`src/rtl/mmh_pkg.sv`:
```
// Shared constants and helpers for the 64-bit word hash block.
`timescale 1ns / 1ps

package mmh_pkg;

  localparam int unsigned MMH_COUNT_BITS = 16;
  localparam int unsigned MMH_WORD_W     = 64;
  localparam int unsigned MMH_HALF_W     = MMH_WORD_W / 2;
  localparam int unsigned MMH_MIX_SHIFT  = 47;
  localparam int unsigned MMH_BYTE_SHIFT = 3;  // word count times 8 bytes

  localparam logic [MMH_WORD_W-1:0] MMH_MIX_MUL    = 64'hc6a4_a793_5bd1_e995;
  localparam logic [MMH_WORD_W-1:0] MMH_SEED_RESET = 64'd12345;

  // x ^ (x >> 47)
  function automatic logic [MMH_WORD_W-1:0] mmh_xorshift(input logic [MMH_WORD_W-1:0] x);
    return x ^ (x >> MMH_MIX_SHIFT);
  endfunction

endpackage

```
`src/rtl/murmur64a_word_hash.sv`:
```
// A word keeps the block busy for three multiplies by M, plus the seed multiply for a
// first word; a last word adds the finalize multiply before its hash reaches the output
// register. A new word is taken only in the idle state, once the last one is through;
// the pace is set by the single 32x32 multiplier, three passes per 64-bit multiply; a
// stalled result holds the finalize step, and with it the input. Reset (rst_n low,
// synchronous): sequencer idle, no result pending, running hash zero, seed back to 12345.
`timescale 1ns / 1ps

module murmur64a_word_hash
  import mmh_pkg::*;
#(
  parameter int unsigned COUNT_BITS = MMH_COUNT_BITS
) (
  input  logic                   clk,
  input  logic                   rst_n,
  // word request channel
  input  logic                   in_valid,
  output logic                   in_stall,
  input  logic [MMH_WORD_W-1:0]  in_data_word,
  input  logic [COUNT_BITS-1:0]  in_message_words,
  input  logic                   in_first_word,
  input  logic                   in_last_word,
  // hash result channel
  output logic                   out_valid,
  input  logic                   out_stall,
  output logic [MMH_WORD_W-1:0]  out_hash_value,
  // seed register write
  input  logic                   cfg_valid,
  output logic                   cfg_ready,
  input  logic [MMH_WORD_W-1:0]  cfg_hash_seed
);

  // One multiply by M is built from three 32x32 partial products:
  //   pass 0: lo(x) * lo(M)          -> full 64-bit product
  //   pass 1: lo(x) * hi(M)          -> low half added into the upper word
  //   pass 2: hi(x) * lo(M)          -> same, and the product is complete
  // hi(x)*hi(M) only lands above bit 63 and is dropped (mod 2^64).
  typedef enum logic [2:0] {
    ST_IDLE,   // wait for a word request
    ST_INIT,   // (count * 8) * M for the first word
    ST_K1,     // word * M
    ST_K2,     // xorshift(word * M) * M
    ST_H,      // (hash ^ k) * M
    ST_FIN     // xorshift(hash) * M, result goes out
  } state_t;

  localparam logic [1:0] PASS_LAST = 2'd2;

  state_t                  state_r,     state_nxt;
  logic [1:0]              pass_r,      pass_nxt;
  logic [MMH_WORD_W-1:0]   opnd_r,      opnd_nxt;    // multiplicand for the current multiply
  logic [MMH_WORD_W-1:0]   acc_r,       acc_nxt;     // partial-product accumulator
  logic [MMH_WORD_W-1:0]   word_r,      word_nxt;    // held message word
  logic                    last_r,      last_nxt;
  logic [MMH_WORD_W-1:0]   seed_r,      seed_nxt;
  logic [MMH_WORD_W-1:0]   hash_r,      hash_nxt;    // running (unfinalized) hash
  logic                    out_valid_r, out_valid_nxt;
  logic [MMH_WORD_W-1:0]   out_hash_r,  out_hash_nxt;

  logic [MMH_HALF_W-1:0]   mul_a;
  logic [MMH_HALF_W-1:0]   mul_b;
  logic [MMH_WORD_W-1:0]   mul_prod;
  logic [MMH_WORD_W-1:0]   mul_sum;
  logic                    mul_done;
  logic                    out_free;

  // Shared multiplier: pick the halves for this pass.
  assign mul_a    = (pass_r == PASS_LAST) ? opnd_r[MMH_WORD_W-1:MMH_HALF_W]
                                          : opnd_r[MMH_HALF_W-1:0];
  assign mul_b    = (pass_r == 2'd1) ? MMH_MIX_MUL[MMH_WORD_W-1:MMH_HALF_W]
                                     : MMH_MIX_MUL[MMH_HALF_W-1:0];
  assign mul_prod = MMH_WORD_W'(mul_a) * MMH_WORD_W'(mul_b);

  // Cross terms only touch the upper half of the accumulator.
  assign mul_sum  = (pass_r == 2'd0) ? mul_prod
                  : {acc_r[MMH_WORD_W-1:MMH_HALF_W] + mul_prod[MMH_HALF_W-1:0],
                     acc_r[MMH_HALF_W-1:0]};
  assign mul_done = (pass_r == PASS_LAST);

  // Output register can take a new hash when empty or being drained now.
  assign out_free = !out_valid_r || !out_stall;

  assign in_stall       = (state_r != ST_IDLE);
  assign cfg_ready      = (state_r == ST_IDLE);
  assign out_valid      = out_valid_r;
  assign out_hash_value = out_hash_r;

  always_comb begin
    state_nxt     = state_r;
    pass_nxt      = pass_r;
    opnd_nxt      = opnd_r;
    acc_nxt       = acc_r;
    word_nxt      = word_r;
    last_nxt      = last_r;
    seed_nxt      = seed_r;
    hash_nxt      = hash_r;
    out_hash_nxt  = out_hash_r;
    out_valid_nxt = out_valid_r && out_stall;

    case (state_r)
      ST_IDLE: begin
        if (cfg_valid) begin
          seed_nxt = cfg_hash_seed;
        end
        if (in_valid) begin
          word_nxt = in_data_word;
          last_nxt = in_last_word;
          pass_nxt = 2'd0;
          if (in_first_word) begin
            // count * 8 fits inside 64 bits for count widths up to 61 bits
            opnd_nxt  = MMH_WORD_W'(in_message_words) << MMH_BYTE_SHIFT;
            state_nxt = ST_INIT;
          end else begin
            opnd_nxt  = in_data_word;
            state_nxt = ST_K1;
          end
        end
      end

      ST_INIT, ST_K1, ST_K2, ST_H, ST_FIN: begin
        if (!mul_done) begin
          acc_nxt  = mul_sum;
          pass_nxt = pass_r + 2'd1;
        end else if (state_r != ST_FIN || out_free) begin
          acc_nxt  = mul_sum;
          pass_nxt = 2'd0;
          case (state_r)
            ST_INIT: begin
              hash_nxt  = seed_r ^ mul_sum;
              opnd_nxt  = word_r;
              state_nxt = ST_K1;
            end
            ST_K1: begin
              opnd_nxt  = mmh_xorshift(mul_sum);
              state_nxt = ST_K2;
            end
            ST_K2: begin
              opnd_nxt  = hash_r ^ mul_sum;
              state_nxt = ST_H;
            end
            ST_H: begin
              hash_nxt = mul_sum;
              if (last_r) begin
                opnd_nxt  = mmh_xorshift(mul_sum);
                state_nxt = ST_FIN;
              end else begin
                state_nxt = ST_IDLE;
              end
            end
            default: begin
              // finalize: last xorshift and hand the hash to the output register
              out_hash_nxt  = mmh_xorshift(mul_sum);
              out_valid_nxt = 1'b1;
              state_nxt     = ST_IDLE;
            end
          endcase
        end
        // else: hold the finished product until the output register frees up
      end

      default: begin
        state_nxt = ST_IDLE;
      end
    endcase
  end

  always_ff @(posedge clk) begin
    if (!rst_n) begin
      state_r     <= ST_IDLE;
      pass_r      <= 2'd0;
      seed_r      <= MMH_SEED_RESET;
      hash_r      <= '0;
      out_valid_r <= 1'b0;
    end else begin
      state_r     <= state_nxt;
      pass_r      <= pass_nxt;
      seed_r      <= seed_nxt;
      hash_r      <= hash_nxt;
      out_valid_r <= out_valid_nxt;
    end
    // payload: no reset needed
    opnd_r     <= opnd_nxt;
    acc_r      <= acc_nxt;
    word_r     <= word_nxt;
    last_r     <= last_nxt;
    out_hash_r <= out_hash_nxt;
  end

endmodule

```
`config.mk`:
```
export PLATFORM = sky130hd
export DESIGN_NAME = murmur64a_word_hash
export DESIGN_NICKNAME = d
export VERILOG_FILES = /design/src/rtl/mmh_pkg.sv /design/src/rtl/murmur64a_word_hash.sv
export SDC_FILE = /design/constraint.sdc
export NUM_CORES = 2
export LEC_CHECK = 0
export ABC_AREA = 1
export CORE_UTILIZATION = 30
export DETAILED_ROUTE_END_ITERATION = 7
export DONT_BUFFER_PORTS = 1
export HOLD_SLACK_MARGIN = 0.06
export PLACE_DENSITY = 0.43
export SETUP_SLACK_MARGIN = 0.5
export SYNTH_ARGS = -nofsm -noshare
export SYNTH_HDL_FRONTEND = slang
export SYNTH_SLANG_ARGS = --single-unit
export TNS_END_PERCENT = 50
```
`constraint.sdc`:
```
create_clock -name clk -period 9.3 [get_ports clk]
set_input_delay 0.465 -clock clk [delete_from_list [all_inputs] [get_ports clk]]
set_output_delay 0.465 -clock clk [all_outputs]
set_load 0.02 [all_outputs]
```
==> flow_metrics.py <==
metrics = {
    "run_status": {
        "run_status": "complete, no violations",
    },
    "cells_and_area": {
        "register_area_um2": 10400,
        "multi_input_comb_area_um2": 31880,
        "final_cell_mix": "1168 x sky130_fd_sc_hd__inv_1, 974 x sky130_fd_sc_hd__nand2_1, 577 x sky130_fd_sc_hd__fa_1",
        "drive_gt1_frac": 0.2076,
        "layout.cells.most_common": "sky130_fd_sc_hd__inv_1",
        "final.fill_count": 15666,
        "net_count_final": 7212,
        "layout.core_utilization": 0.3796,
        "layout-area-overhead-vs-synth_pct": 25.43,
    },
    "floorplanning": {
        "boundaryPins": 218,
        "die_width_um": 390.9,
        "die_height_um": 390.9,
        "rows": 142,
        "start_util": 0.3026,
        "die_area_um2": 152800,
        "core_um2": 150000,
    },
    "synthesis": {
        "seq_cells_post_synth": 391,
        "yosysWarningCount": 0,
        "post_synth_instance_area_um2": 45380,
        "synthXorXnorAreaFrac": 0.01649,
        "synth_compound_gate_area_share": 0.07786,
        "synth_simple_gate_area_share": 0.1723,
        "seq_area_frac_synth": 0.2292,
        "post_synth.cell_area_avg_um2": 8.391,
        "number_of_library_cell_types_mapped_by_synthesis": 50,
        "synth.mux.area_fraction": 0,
        "main_combinational_cell_family_by_area_after_synthesis": "adder cells",
        "yosys.area_share.adder": 0.3874,
        "post_synth_inst_count": 5408,
    },
    "critical_path": {
        "cp.arrival_ns": 9.12,
        "crit-reg2reg-launch": "pass_r[0]$_SDFFE_PN0P_",
        "critPathBufInv": 14,
        "crit_path_max_fanout": 7,
        "critical_path.reg2reg.endpoint": "opnd_r[37]$_DFFE_PP_",
        "worst_r2r_path_depth": 36,
        "critical_path.startpoint_type": "register",
        "cp_data_required_time_ns": 9.60,
        "crit_path_frequent_cell": "sky130_fd_sc_hd__fa_1",
        "worst_path_largest_cell_delay_ns": 0.59,
        "timing_worst_setup_path_type": "reg -> reg",
        "timing.critical_path.slowest_stage_cell": "sky130_fd_sc_hd__fa_1",
        "regToRegSetupSlack_ns": 0.47,
        "cp_top_family": "adder cells",
        "worstSetupEndpointType": "register",
    },
    "detailed_routing": {
        "via_per_inst": 4.723,
        "total_number_of_vias": 38126,
        "drt_pass1_iterations": 7,
        "drtIter0Drc": 2642,
        "wl_per_cell_um": 24.47,
        "drc_errors": 0,
        "ant_nets_after_route": 0,
        "routed_wirelength_um": 197600,
    },
    "placed_design": {
        "port_buffers": 0,
        "gp_congestion": 0.9671,
        "dp_hpwl_um": 166000,
        "placement.setup.worst_slack_ns": -0.1509,
    },
    "global_route": {
        "globalRoute.totalOverflow": 0,
        "grt_first_pass_wirelength_um": 282900,
        "grt_antenna_before_repair": 10,
        "grt_max_degree": 78,
        "grt_pass1_vias": 39373,
        "track_usage": 0.2589,
    },
    "sta": {
        "period_minus_slack_ns": 8.829,
        "postLayoutSetupSlackWorst_ns": 0.4708,
        "hold_viol_final": 0,
        "drv_slew": 0,
        "slew_margin_rel": 0.1985,
        "tns_ns": 0,
        "timing.final.crit_share": 0.9494,
        "finClkSkew_ns": 0.02714,
        "holdWs_ns": 0.08176,
        "achievable-frequency_mhz": 113.3,
        "report.final.setup_viol": 0,
        "tightest_slew_ns": 1.199,
        "rsz0062_at_grt": "yes",
    },
    "clock_network": {
        "worst_skew_pair.late_latency_ns": 0.60,
        "cts-root-to-sink-buffers": 3,
        "cts.sinks": 391,
        "cts-buffers-inserted": 42,
        "clk_root_buffer_cell": "sky130_fd_sc_hd__clkbuf_16",
        "cts_htree_levels": 2,
        "clk_pin_slew_worst_paths_ns": 0.07,
        "cts_tree": "done",
    },
    "hold_path": {
        "worstHoldStart": "cfg_hash_seed[37]",
        "hold_wc_path_type": "in -> reg",
        "worst_case_hold_path_end_point": "seed_r[37]$_SDFFE_PN0P_",
        "min_path_cells": 2,
    },
    "job": {
        "cap_violations": 0,
    },
}
## logic make-up after synthesis
group | after synthesis
and+or+nand+nor | 1847
DFF | 391
adders and majority gates | 1041
AOI/OAI and AO/OA | 646
xor gates and xnor gates | 82
buffers and inverters | 1399
other | 2
## through the flow
stage	instances	area [um2]
detailed placement	7806	51430
floorplan	5411	45400
global placement	7806	51430
finish	8072	56920
global route	8070	56910
CTS	8018	54920
## synthesized netlist by cell type (all sizes together)
| cell type | number | area share |
|---|---|---|
| xor2 | 50 | 0.010 |
| dfxtp | 134 | 0.059 |
| o21ai | 324 | 0.038 |
| a21oi | 254 | 0.029 |
| ha | 434 | 0.12 |
| nand4 | 31 | 0.0043 |
| a21boi | 3 | 0.00050 |
| o211ai | 6 | 0.00099 |
| a22o | 5 | 0.00096 |
| nor2 | 394 | 0.034 |
| nand3 | 255 | 0.031 |
| nand3b | 6 | 0.00099 |
| o21bai | 16 | 0.0027 |
| nand2 | 1091 | 0.093 |
| xnor2 | 32 | 0.0062 |
| inv | 1252 | 0.10 |
| fa | 607 | 0.27 |
| a221oi | 1 | 0.00019 |
| o221ai | 5 | 0.00096 |
| clkbuf | 112 | 0.0093 |
| clkinv | 3 | 0.00025 |
| nor3 | 19 | 0.0022 |
| a31oi | 8 | 0.0011 |
| a21o | 11 | 0.0018 |
| conb | 2 | 0.00017 |
| a31o | 7 | 0.0014 |
| edfxtp | 257 | 0.17 |
| and2 | 19 | 0.0026 |
| nor4 | 3 | 0.00041 |
| or2 | 29 | 0.0040 |
| o2111ai | 1 | 0.00019 |
| o21a | 5 | 0.00083 |
| buf | 32 | 0.0035 |
## layer usage
| metal | vias up | part of all wire | GRT usage | routed length, um |
|---|---|---|---|---|
| met5 | - | 0.00010 | 0 | 20 |
| met4 | 2 | 0.024 | 0.04720 | 4771 |
| met3 | 178 | 0.050 | 0.02705 | 9959 |
| met2 | 1063 | 0.47 | 0.4356 | 93730 |
| met1 | 18974 | 0.45 | 0.3603 | 89070 |
| li1 | 17909 | - | - | - |
## state kept, by name, summed over array words and instances (netlist names)
| register | flops |
|---|---|
| acc_r | 64 |
| hash_r | 64 |
| last_r | 1 |
| opnd_r | 64 |
| out_hash_value | 64 |
| out_valid | 1 |
| pass_r | 2 |
| seed_r | 64 |
| state_r | 3 |
| word_r | 64 |
## worst max path at each step
stage                                 from                   end  slack (ns)  cells after the start
floorplan           pass_r[1]$_SDFFE_PN0P_  opnd_r[62]$_DFFE_PP_        0.56                     41
global route        pass_r[1]$_SDFFE_PN0P_  opnd_r[63]$_DFFE_PP_        0.08                     53
detailed placement  pass_r[0]$_SDFFE_PN0P_  opnd_r[63]$_DFFE_PP_       -0.15                     38
CTS                 pass_r[1]$_SDFFE_PN0P_  opnd_r[63]$_DFFE_PP_        0.48                     51
global placement    pass_r[1]$_SDFFE_PN0P_  opnd_r[63]$_DFFE_PP_       -0.17                     42
finish              pass_r[0]$_SDFFE_PN0P_  opnd_r[37]$_DFFE_PP_        0.47                     36
## layout make-up
class | instances | area share
clock inverters | 21 | 0.004001
multi-input cells | 3621 | 0.5601
repair inverters | 1 | 0.0001099
repair buffers | 708 | 0.1033
flip-flops and latches | 391 | 0.1828
inverters | 1255 | 0.08320
diodes | 2 | 0.00008793
clock buffers | 57 | 0.02216
well taps | 2016 | 0.04432
## repair_timing
action,4_1_cts,5_1_grt
setup buffers,22,50
hold endpoints to repair,188,0
gates resized for setup,170,394
cloned,1,2
pin swaps,25,139
endpoints found under the setup margin,121,149
hold buffers,111,0
Power is left out: the tool's default activity adds up to more than one toggle a clock period on the data nets, which glitch-free logic cannot reach.
